$ cat config.mk
export PLATFORM = sky130hd
export DESIGN_NAME = rgsc_ctrl
export DESIGN_NICKNAME = d
export VERILOG_FILES = /design/src/hw/rtl/rgsc_pkg.sv /design/src/hw/rtl/rgsc_ctrl.sv
export SDC_FILE = /design/constraint.sdc
export NUM_CORES = 1
export LEC_CHECK = 0
export BUFFER_PORTS_ARGS = -buffer_cell sky130_fd_sc_hd__buf_2
export CAP_MARGIN = 20
export CORE_MARGIN = 3
export CORE_UTILIZATION = 50
export CTS_CLUSTER_SIZE = 10
export DETAILED_ROUTE_END_ITERATION = 12
export GPL_ROUTABILITY_DRIVEN = 0
export MAX_ROUTING_LAYER = met4
export PLACE_DENSITY = 0.86
export SLEW_MARGIN = 25
export SYNTH_ARGS = -nofsm -noshare
export SYNTH_HDL_FRONTEND = slang
export SYNTH_SLANG_ARGS = --single-unit
$ cat constraint.sdc
create_clock -name clock -period 4.3 [get_ports clock]
set_input_delay 1.075 -clock clock [delete_from_list [all_inputs] [get_ports clock]]
set_output_delay 1.075 -clock clock [all_outputs]
set_load 0.005 [all_outputs]
$ cat src/hw/rtl/rgsc_pkg.sv
// shared types, constants and helpers of the rooted graph shell compare block
package rgsc_pkg;

   localparam int MAX_ATOMS    = 64;
   localparam int ELEMENT_BITS = 7;
   localparam int IDX_BITS     = $clog2(MAX_ATOMS);
   localparam int CNT_BITS     = $clog2(MAX_ATOMS + 1);
   localparam int LEVEL_BITS   = IDX_BITS;
   localparam int QE_BITS      = IDX_BITS + LEVEL_BITS;
   localparam int ELEM_VALUES  = 1 << ELEMENT_BITS;
   localparam int DIFF_BITS    = CNT_BITS + 1;
   localparam int NZ_BITS      = ELEMENT_BITS + 1;

   typedef enum logic [1:0] {
      ACT_LOAD_FIRST  = 2'd0,
      ACT_LOAD_SECOND = 2'd1,
      ACT_COMPARE     = 2'd2
   } action_type;

   typedef enum logic [2:0] {
      FAIL_NONE     = 3'd0,
      FAIL_DEGREE   = 3'd1,
      FAIL_NEIGHBOR = 3'd2,
      FAIL_WALK     = 3'd3,
      FAIL_SHELL    = 3'd4
   } fail_type;

   typedef enum logic [4:0] {
      ST_CLEAR,
      ST_IDLE,
      ST_ROOT_RD,
      ST_NB_INIT,
      ST_NB_PICK,
      ST_UPD_RD_A,
      ST_UPD_WR_A,
      ST_UPD_RD_B,
      ST_UPD_WR_B,
      ST_NB_DONE,
      ST_WALK_INIT,
      ST_DEQ,
      ST_NODE_RD,
      ST_NODE_LOAD,
      ST_ENQ,
      ST_WALK_END,
      ST_EMIT
   } state_type;

   typedef struct packed {
      logic     take;
      logic     root_rd;
      logic     nb_init;
      logic     nb_pick;
      logic     upd_rd_a;
      logic     upd_wr_a;
      logic     upd_rd_b;
      logic     upd_wr_b;
      logic     walk_init;
      logic     deq;
      logic     node_rd;
      logic     node_load;
      logic     enq;
      logic     emit;
      logic     clear;
      fail_type reason;
   } cmd_type;

   typedef struct packed {
      logic req_is_cmp;
      logic root_bad;
      logic nb_empty;
      logic cnt_eq;
      logic nz_zero;
      logic q_a_empty;
      logic q_b_empty;
      logic lv_eq;
      logic lv_changed;
      logic inc_en;
      logic dec_en;
      logic enq_empty;
      logic rsp_free;
      logic clear_done;
   } sts_type;

   function automatic logic [IDX_BITS-1:0] lowest_bit(input logic [MAX_ATOMS-1:0] v);
      logic [IDX_BITS-1:0] idx;
      idx = '0;
      for (int k = MAX_ATOMS - 1; k >= 0; k--) begin
         if (v[k]) idx = IDX_BITS'(k);
      end
      return idx;
   endfunction

endpackage

$ cat src/hw/rtl/rgsc_ctrl.sv
// controller state machine sequencing loads, neighbor check, walk and result
module rgsc_ctrl (
   input  logic             clock,
   input  logic             reset,
   input  logic             req_valid,
   input  rgsc_pkg::sts_type sts,
   output rgsc_pkg::cmd_type cmd
);

   rgsc_pkg::state_type state_ff, state_in;
   rgsc_pkg::fail_type  reason_ff, reason_in;
   logic                walk_phase_ff, walk_phase_in;

   always_ff @(posedge clock) begin
      if (reset) begin
         state_ff      <= rgsc_pkg::ST_CLEAR;
         reason_ff     <= rgsc_pkg::FAIL_NONE;
         walk_phase_ff <= 1'b0;
      end else begin
         state_ff      <= state_in;
         reason_ff     <= reason_in;
         walk_phase_ff <= walk_phase_in;
      end
   end

   always_comb begin
      state_in      = state_ff;
      reason_in     = reason_ff;
      walk_phase_in = walk_phase_ff;
      unique case (state_ff)
         rgsc_pkg::ST_CLEAR: begin
            if (sts.clear_done) state_in = rgsc_pkg::ST_IDLE;
         end
         rgsc_pkg::ST_IDLE: begin
            if (req_valid && sts.req_is_cmp) begin
               if (sts.root_bad) begin
                  reason_in = rgsc_pkg::FAIL_WALK;
                  state_in  = rgsc_pkg::ST_EMIT;
               end else begin
                  state_in = rgsc_pkg::ST_ROOT_RD;
               end
            end
         end
         rgsc_pkg::ST_ROOT_RD: state_in = rgsc_pkg::ST_NB_INIT;
         rgsc_pkg::ST_NB_INIT: state_in = rgsc_pkg::ST_NB_PICK;
         rgsc_pkg::ST_NB_PICK: begin
            walk_phase_in = 1'b0;
            state_in = sts.nb_empty ? rgsc_pkg::ST_NB_DONE : rgsc_pkg::ST_UPD_RD_A;
         end
         rgsc_pkg::ST_UPD_RD_A: begin
            state_in = sts.inc_en ? rgsc_pkg::ST_UPD_WR_A : rgsc_pkg::ST_UPD_RD_B;
         end
         rgsc_pkg::ST_UPD_WR_A: state_in = rgsc_pkg::ST_UPD_RD_B;
         rgsc_pkg::ST_UPD_RD_B: begin
            if (sts.dec_en) state_in = rgsc_pkg::ST_UPD_WR_B;
            else state_in = walk_phase_ff ? rgsc_pkg::ST_ENQ : rgsc_pkg::ST_NB_PICK;
         end
         rgsc_pkg::ST_UPD_WR_B: begin
            state_in = walk_phase_ff ? rgsc_pkg::ST_ENQ : rgsc_pkg::ST_NB_PICK;
         end
         rgsc_pkg::ST_NB_DONE: begin
            if (!sts.cnt_eq) begin
               reason_in = rgsc_pkg::FAIL_DEGREE;
               state_in  = rgsc_pkg::ST_EMIT;
            end else if (!sts.nz_zero) begin
               reason_in = rgsc_pkg::FAIL_NEIGHBOR;
               state_in  = rgsc_pkg::ST_EMIT;
            end else begin
               state_in = rgsc_pkg::ST_WALK_INIT;
            end
         end
         rgsc_pkg::ST_WALK_INIT: state_in = rgsc_pkg::ST_DEQ;
         rgsc_pkg::ST_DEQ: begin
            if (sts.q_a_empty && sts.q_b_empty) begin
               state_in = rgsc_pkg::ST_WALK_END;
            end else if (sts.q_a_empty || sts.q_b_empty) begin
               reason_in = rgsc_pkg::FAIL_WALK;
               state_in  = rgsc_pkg::ST_EMIT;
            end else begin
               state_in = rgsc_pkg::ST_NODE_RD;
            end
         end
         rgsc_pkg::ST_NODE_RD: begin
            if (!sts.lv_eq) begin
               reason_in = rgsc_pkg::FAIL_WALK;
               state_in  = rgsc_pkg::ST_EMIT;
            end else if (sts.lv_changed && !sts.nz_zero) begin
               reason_in = rgsc_pkg::FAIL_SHELL;
               state_in  = rgsc_pkg::ST_EMIT;
            end else begin
               state_in = rgsc_pkg::ST_NODE_LOAD;
            end
         end
         rgsc_pkg::ST_NODE_LOAD: begin
            walk_phase_in = 1'b1;
            state_in      = rgsc_pkg::ST_UPD_RD_A;
         end
         rgsc_pkg::ST_ENQ: begin
            if (sts.enq_empty) state_in = rgsc_pkg::ST_DEQ;
         end
         rgsc_pkg::ST_WALK_END: begin
            reason_in = sts.nz_zero ? rgsc_pkg::FAIL_NONE : rgsc_pkg::FAIL_SHELL;
            state_in  = rgsc_pkg::ST_EMIT;
         end
         rgsc_pkg::ST_EMIT: begin
            if (sts.rsp_free) state_in = sts.nz_zero ? rgsc_pkg::ST_IDLE : rgsc_pkg::ST_CLEAR;
         end
         default: state_in = rgsc_pkg::ST_CLEAR;
      endcase
   end

   always_comb begin
      cmd        = '0;
      cmd.reason = reason_ff;
      unique case (state_ff)
         rgsc_pkg::ST_CLEAR:     cmd.clear     = 1'b1;
         rgsc_pkg::ST_IDLE:      cmd.take      = 1'b1;
         rgsc_pkg::ST_ROOT_RD:   cmd.root_rd   = 1'b1;
         rgsc_pkg::ST_NB_INIT:   cmd.nb_init   = 1'b1;
         rgsc_pkg::ST_NB_PICK:   cmd.nb_pick   = !sts.nb_empty;
         rgsc_pkg::ST_UPD_RD_A:  cmd.upd_rd_a  = 1'b1;
         rgsc_pkg::ST_UPD_WR_A:  cmd.upd_wr_a  = 1'b1;
         rgsc_pkg::ST_UPD_RD_B:  cmd.upd_rd_b  = 1'b1;
         rgsc_pkg::ST_UPD_WR_B:  cmd.upd_wr_b  = 1'b1;
         rgsc_pkg::ST_NB_DONE:   cmd.reason    = reason_ff;
         rgsc_pkg::ST_WALK_INIT: cmd.walk_init = 1'b1;
         rgsc_pkg::ST_DEQ:       cmd.deq       = !sts.q_a_empty && !sts.q_b_empty;
         rgsc_pkg::ST_NODE_RD:   cmd.node_rd   = 1'b1;
         rgsc_pkg::ST_NODE_LOAD: cmd.node_load = 1'b1;
         rgsc_pkg::ST_ENQ:       cmd.enq       = 1'b1;
         rgsc_pkg::ST_WALK_END:  cmd.reason    = reason_ff;
         rgsc_pkg::ST_EMIT:      cmd.emit      = sts.rsp_free;
         default:                cmd           = '0;
      endcase
   end

endmodule

# Word level (Yosys, flattened, before mapping)
# Index checks and enable logic that the tools add are counted.
# op_classes
n_mux	44
n_reduce_logical	15
n_eq_ne	25
# op_table
operator	n
$pmux 5 s17	1
$mux 5	11
$eq 5x4->1 const B	8
$mux 3	10
$eq 5x3->1 const B	4
$mux 1	17
$reduce_or 17->1	1
$pmux 3 s5	1
$ne 2x2->1 const B	7
$mux 4	3
$eq 5x2->1 const B	2
$reduce_and 7->1	1
$ne 3x3->1 const B	2
$eq 5x1->1 const B	1
$eq 5x5->1 const B	1
$logic_not 5->1	1
$reduce_bool 5->1	1
$logic_and 1x1->1	4
$logic_not 1->1	4
$reduce_and 4->1	1
$pmux 1 s2	1
$reduce_bool 2->1	1
$logic_or 1x1->1	1
# totals
elab_cells	87
reg_bits	9

# Logic depth before layout (Yosys ltp)
# Gate-level depths: netlist of the first run.
# depth
depth_word	5
mapped_depth	7
depth_no_buf	7

# Worst setup path after synthesis of the first run
# Ideal clock, no wire load.
# synth_path
path_type	input to output
startpoint	in sts[7] in the netlist's numbering
endpoint	out cmd[8] in the netlist's numbering
n_path_buf	0
required_ns	3.225
cell_stages	4
arrival_time_ns	1.474
path_slack_ns	1.751
cell_sequence	inv_1 > ha_1 > nand2_1 > nor3_1
# synth_lines
item	line	rtl
start: declaration	rgsc_ctrl.sv:6	input rgsc_pkg::sts_type sts,
end: declaration	rgsc_ctrl.sv:7	output rgsc_pkg::cmd_type cmd

==> results.md, run 1 <==
- The run finished with clean final reports.
- The part of the power in the clock network is 15.0%.
- The number of hold violations in the final report is 0.
- Internal power comes to 253.8 uW.
- The die covers 0.002713 sq mm.
- Once detailed placement completed, the half-perimeter wirelength came to 2144 microns.
- For this run, the top clock speed supported by timing is 0.3284 GHz.
- Setup repair after global routing left no endpoint under its margin.
- The post-detailed-placement cell area is 0.001186 sq mm.
- The number of levels the H-tree was split into is 1.
- The net switching share of the total power is 46.25%.
- STA classifies the critical path startpoint as a register.
- TritonCTS built the clock tree.
- Compared with the post-synthesis result, the final layout area differs by 14.13%.
- In this run the vertical extent of the chip is 52.09 microns.
- The logic gate share of total power is 51.6%.
- For the worst setup path, the data required time is 3.22 ns.
- In this run the biggest area consumer among cell types represents 16.96% of the synthesized area.
- In the post-route analysis, the smallest setup slack over all paths is 1.255 ns.
- In the final layout, the multi-input gates occupy 772.0 sq um.
- The maximum VDD drop is 225.8 uV.
- The overall global routing resource usage is 22.28%.
- The clock tree root buffer cell is clkbuf_4.
- Yosys attributes the largest share of cell area to dfxtp_1, a21oi_1, nor2_1, nand2_1, nand3_1.
- The number of unique standard cell types used by synthesis is 49.
- The cell leakage power is 0.5079 nW.
- For this configuration, the core starts out at a cell density of 53.60%.
- The synthesized flop and latch total is 9.
- The total wire length is 2840 microns.
- The count of pins over their slew limit is 0.
- The most common cell in the netlist is nor2_1.
- The count of port buffers added during placement is 34.
- The setup total negative slack is 0 ns.
- The number of clock buffers added by TritonCTS is 3.
- Measured against its own limit, the worst slew margin works out to 40.62%.
- The path depth of the worst reg2reg path is 5.
- The tree built by TritonCTS fans out to 9 sinks.
- The sequential share of power is 33.4%.
- The number of inserted diodes is 0.
- The final layout net count is 195.
- Setup violations remaining at the end of the flow were counted as 0.
- The proportion of synthesized chip area in sequential cells is 16.96%.
- In this run, post-CTS repair resized a total of 0 instances.
- The largest net degree at the start of global routing is 26.
- The number of antenna violations at the first check in global routing is 0.
- Data on the critical path arrives at its endpoint at 1.97 ns.
- For this run, design rule violations remaining after detail routing come to 0.
- The floorplan step defined a core boundary enclosing 0.001982 sq mm.
- The finished layout holds 202 standard cells, fillers aside.
- The number of buffers and inverters on the critical path is 1.
- After clock tree synthesis, the clock-pin slew on the worst setup and hold paths is 0.07 ns.
- The critical path's slowest cell is dfxtp_1.
- The global-route wire length before repair is 4491 microns.
- After synthesis, the mean cell area works out to 7.177 sq um.
- Across the whole layout, storage elements account for 180.2 sq um.
- The type of the worst setup path is register to primary output.
- STA classifies the critical path endpoint as a primary output.
- Cells with a size suffix above 1 make up 26.86% of the layout.
- The cell taking the most area after synthesis is dfxtp_1.
- Once layout is complete, the utilization of the core stands at 61.17%.
- For this run the aggregate overflow at the end of global routing stands at 0.
- The via density per instance is 6.119.
- The post-synthesis cell count is 148.
- The pre-antenna-repair detailed-routing pass consisted of 5 iterations.
- The I/O pin count is 35.
- The die is 52.09 microns wide.
- The worst hold path was traced through 2 stages.
- The net count after synthesis is 167.
- The min-delay analysis places its worst path in the category register to register.
- Counting I/O delays and the setup requirement, the final critical path takes 3.045 ns.
- The total number of cells along the worst setup path is 4.
- Power spread over the standard cell area amounts to 389.5 mW/mm^2.
- In this run, the number of DRC markers left after iteration 0 of detailed routing was 66.
- The number of maximum-capacitance constraint violations is 0.
- The family with the most delay on the worst path is simple AND/OR/NAND/NOR gates.
- After routing the design area is 0.001212 sq mm.
- The worst-case clock skew is 0.004328 ns.
- The net load switching power is 218.4 uW.
- The commonest cells after synthesis are nor2_1, a21oi_1, nand2_1.
- Of all nets on the critical path, the largest fanout is 25.
- Counting the fill cells in the layout gives 175.
- The post-placement worst setup slack is 1.492 ns.
- The total of hold buffers inserted after clock tree synthesis is 0.
- In the final routed layout, each cell accounts on average for 14.06 microns.
- The total of warnings raised by yosys is 0.
- The post-CTS repair timing setup buffer count is 0.
- The clock latency at the later pin of the worst-skew pair is 0.27 ns.
- The synthesized cell area is 0.001062 sq mm.
- Row generation in the floorplan step produced 16 rows.
- The number of synthesized flops with an enable pin is 0.
- The post-synthesis async set-or-reset flop share is 0%.
- The routed layout has 1236 vias.
- The number of global-route vias before repair is 1069.
- In the synthesized netlist the dominant register cell turns out to be dfxtp_1.
- For this run, the slowest stage of the critical path takes 0.59 ns.
- The final antenna-violating net count is 0.
- The clock passes through at most 2 buffers.
- At the pin with the least slew margin, the transition time is 0.8895 ns.
- Traced cell by cell, the critical path runs through or3_1 > o21ai_0 > and2_1 > buf_2.
- Counting tap cells, the placed design contains a total of 198 instances.
- The final period utilization is 70.82%.
## final cells by class
class	count	share of cell area, %
Clock buffer	4	2.167
Inverter	8	2.477
Multi-Input combinational cell	120	63.67
Sequential cell	9	14.86
Tap cell	27	2.786
Timing Repair Buffer	34	14.04
## path summary, 6_finish.rpt
kind | startpoint | to | slack, ns
worst max-delay path | state_ff[0]$_SDFFE_PP0P_ | cmd[2] | 1.25
worst min-delay path | reason_ff[0]$_SDFFE_PP0P_ | reason_ff[0]$_SDFFE_PP0P_ | 0.48
worst max register to register | state_ff[0]$_SDFFE_PP0P_ | reason_ff[2]$_SDFFE_PP0P_ | 2.11
worst min register to register | reason_ff[0]$_SDFFE_PP0P_ | reason_ff[0]$_SDFFE_PP0P_ | 0.48
## metal layers
metal | GRT usage (%) | share of wire [%] | wire (microns)
met1 | 25.95 | 40 | 1135
met2 | 37.87 | 50 | 1433
met3 | 2.865 | 8.3 | 236
met4 | 10.04 | 1.2 | 34
met5 | - | 0 | 0
## placed cells by master, fill, tap and decap left out, types with 4 or more instances in the layout
master    netlist  final
nand2b_1        4      4
inv_1           8      8
buf_2           3     34
o21ai_0         8      8
a21oi_1        13     13
o211ai_1        5      5
nor2_1         14     14
nor3_1          5      5
dfxtp_1         9      9
nand2_1        11     11
nor2b_1         4      4
nand3_1         8      8
## worst register-to-register path, delay by kind of cell (launching register included)
kind | cells | cell delay (ns)
flops | 1 | 0.90
compound gates | 3 | 0.41
simple gates | 2 | 0.81
## power groups by stage
stage               combinational, mW  sequential (mW)  clock, mW
floorplan                       0.229            0.114          0
global placement                0.236            0.155          0
detailed placement              0.242            0.158          0
CTS                             0.243            0.156     0.0713
global route                    0.270            0.164     0.0738
finish                          0.244            0.158     0.0708
## through the flow
stage | power [mW] | hold WS (ns)
finish | 0.4723 | 0.4752
global route | 0.5073 | 0.5202
CTS | 0.4706 | 0.4863
detailed placement | 0.4000 | 0.4772
global placement | 0.3919 | 0.4542
floorplan | 0.3427 | 0.4380
## state kept, by name, indices dropped and copies added, names as in the netlist
signal / count
reason_ff: 3
state_ff: 5
walk_phase_ff: 1
## cell families (layout without fill, tap and decap cells)
family / count (synthesis) / in the layout / synth area share (%)
AO/OA/AOI/OAI: 47 / 47 / 31.33
XOR/XNOR: 1 / 1 / 0.8247
adder cells (fa/ha/maj): 2 / 2 / 2.355
buffers and inverters: 19 / 46 / 10.36
flip-flops: 9 / 9 / 16.96
multiplexers: 1 / 1 / 0.9423
AND/OR/NAND/NOR: 69 / 69 / 37.22
Power figures use the tool's default switching activity.
==> inputs of run 2 (changes only) <==
==> constraint.sdc (replaced) <==
create_clock -name clock -period 3.1 [get_ports clock]
set_input_delay 0.775 -clock clock [delete_from_list [all_inputs] [get_ports clock]]
set_output_delay 0.775 -clock clock [all_outputs]
set_load 0.005 [all_outputs]
==> run 2 against run 1 <==
  * Count of clock-buffer cells in the layout unchanged
  * Wire length is 8.9% higher
  * Power increased by 41%
  * Global-route usage grew 1.5 points
  * Combinational power is 53% higher
  * Register-to-register slack lost 1.2 ns
  * Largest power group unchanged
  * Highest routed layer unchanged
==> results.md, run 2 (same netlist as run 1, synthesis figures left out) <==
- The run finished with clean final reports.
- The growth of design area from synthesis to finish is 14.84%.
- Dividing the detail-routed via count by the number of cells gives 6.345.
- In the final routed layout, each cell accounts on average for 15.24 microns.
- The share of final-layout standard cells stronger than drive strength 1 is 27.27%.
- Counting cells, the worst reg-to-reg path comes to 5.
- The endpoint identified for the worst register-to-register timing path is reason_ff[0]$_SDFFE_PP0P_.
- Entering global routing, the biggest net connects 26 pins.
- The total iterations of the first detailed-routing run is 4.
- The final antenna-violating net count is 0.
- The overall global routing resource usage is 23.82%.
- The class of the most critical hold timing path is register to register.
- In this run the power density over the cells is 547.8 mW/mm^2.
- The register with the most flip-flops in the final layout is state_ff.
- The worst register-to-register path begins at state_ff[2]$_SDFFE_PP0P_.
- The maximum fanout encountered on the critical timing path is 24.
- The final period utilization is 84.74%.
- The later pin in the worst-skew pair is clocked with a latency of 0.26 ns.
- In this run the number of H-tree levels came out at 1.
- The count of port buffers added during placement is 34.
- The placed wire-length estimate is 2412 microns.
- The effective utilization at floorplan is 53.60%.
- Leaving out fill and tap cells, the most frequent cells in the layout are buf_2, nor2_1, a21oi_1.
- The number of maximum-capacitance constraint violations is 0.
- The required time of the critical path is 2.32 ns.
- In this run, post-CTS hold repair placed 0 buffers.
- IR analysis of the VDD net gives a maximum drop of 298.6 uV.
- The number of global-route vias before repair is 1103.
- The cell leakage power is 0.5129 nW.
- In this run, CTS created clock tree buffers numbering 3.
- In this run the worst setup path begins at state_ff[2]$_SDFFE_PP0P_.
- For this run, design rule violations remaining after detail routing come to 0.
- Setup violations remaining at the end of the flow were counted as 0.
- The clock edge transition at the registers on the reported setup and hold paths is 0.06 ns.
- The post-cts sizing count is 0.
- In this run the clock root is driven by a clkbuf_4.
- Row generation in the floorplan step produced 16 rows.
- The capture point of the worst path is cmd[14].
- Summed over all layers, the global routing overflow is 0.
- The tree built by TritonCTS fans out to 9 sinks.
- The post-CTS repair timing setup buffer count is 0.
- From bottom edge to top edge, the die measures 52.09 microns.
- For this block, the initial DRC count from the detailed router was 59.
- For flop-to-flop paths, the worst setup slack is 0.92 ns.
- The number of flip-flops under the largest register name is 5.
- The number of antenna violations at the first check in global routing was 0.
- Based on the critical path, the design can be clocked at up to 0.3807 GHz.
- After routing the design area is 0.001220 sq mm.
- The post-detailed-placement cell area is 0.001194 sq mm.
- The setup total negative slack is 0 ns.
- The count of pins over their slew limit came to 0.
- The leading cell type in the layout, fill and taps excluded is buf_2.
- By startpoint and endpoint, the worst setup path is classified as register to primary output.
- Across all hold checks on the routed design, the worst slack comes to 0.4885 ns.
- 35 I/O pins were placed.
- The floorplan core area is 0.001982 sq mm.
- The sort of element at the start of the critical path is a register.
- The final layout contains routed wiring with a total length of 3094 microns.
- STA puts the critical path data arrival time at 1.85 ns.
- At the pin with the least slew margin, the transition time is 0.8189 ns.
- Counting along the longest clock path gives a buffer depth of 2.
- The worst-case clock skew is 0.002471 ns.
- The die outline area is 0.002713 sq mm.
- The number of inserted diodes is 0.
- The remaining max-slew budget at the tightest pin is 45.33%.
- In the final layout, the registers with the most flip-flops are state_ff: 5 flops, reason_ff: 3 flops, walk_phase_ff: 1 flops.
- STA classifies the critical path endpoint as a primary output.
- The number of hold violations in the final report is 0.
- The via total after detailed routing is 1288.
- The final layout net count is 196.
- The first global-routing pass estimated 4774 microns of wire.
- Setup repair after global routing left no endpoint under its margin.
- The utilization of the core after routing is 61.55%.
- The CTS tree is done.
- The total power after layout is 668.2 uW.
- The worst path in the final design needs a cycle of 2.627 ns, including I/O delays and setup.
- From left edge to right edge, the die measures 52.09 microns.
==> run 2: report_power, final <==
group,total (mW),internal (mW),switching [mW],leakage [nW]
Sequential,0.201,0.140,0.0608,0.0733
Combinational,0.374,0.169,0.205,0.425
Clock,0.0935,0.0498,0.0437,0.0150
Total,0.668,0.359,0.310,0.513
==> run 2: cell type report <==
type / instances / area, sq um
Fill cell: 190 / 762.0
Tap cell: 27 / 33.78
Timing Repair Buffer: 35 / 177.7
Sequential cell: 9 / 180.2
Inverter: 8 / 30.03
Multi-Input combinational cell: 120 / 772.0
Clock buffer: 4 / 26.28
==> run 2: per-stage QoR <==
stage | setup WS, ns | std cells
after floorplan | 1.072 | 148
after global placement | 0.8390 | 199
after detailed placement | 0.7639 | 199
after CTS | 0.4700 | 203
after global routing | 0.2761 | 203
final | 0.4731 | 203
==> run 2: how the worst min path moves through the flow <==
stage	startpoint	end	depth (start not counted)
2_1_floorplan	reason_ff[0]$_SDFFE_PP0P_	reason_ff[0]$_SDFFE_PP0P_	2
3_3_place_gp	reason_ff[0]$_SDFFE_PP0P_	reason_ff[0]$_SDFFE_PP0P_	2
3_5_place_dp	reason_ff[2]$_SDFFE_PP0P_	reason_ff[2]$_SDFFE_PP0P_	2
4_1_cts	reason_ff[2]$_SDFFE_PP0P_	reason_ff[2]$_SDFFE_PP0P_	2
5_1_grt	reason_ff[1]$_SDFFE_PP0P_	reason_ff[1]$_SDFFE_PP0P_	2
6_report	reason_ff[2]$_SDFFE_PP0P_	reason_ff[2]$_SDFFE_PP0P_	2
==> run 2: metal layers <==
layer  global-route usage [%]  part of all wire [%]
met5                        -                     0
met4                    8.297                   2.3
met3                    4.011                   6.9
met2                    41.84                    53
met1                    27.04                    37
==> run 2: worst max-delay path, cell delays in order, from the launching register on <==
cell     delay, ns
dfxtp_1       0.85
nand2_1       0.25
nor4_1        0.30
buf_2         0.18
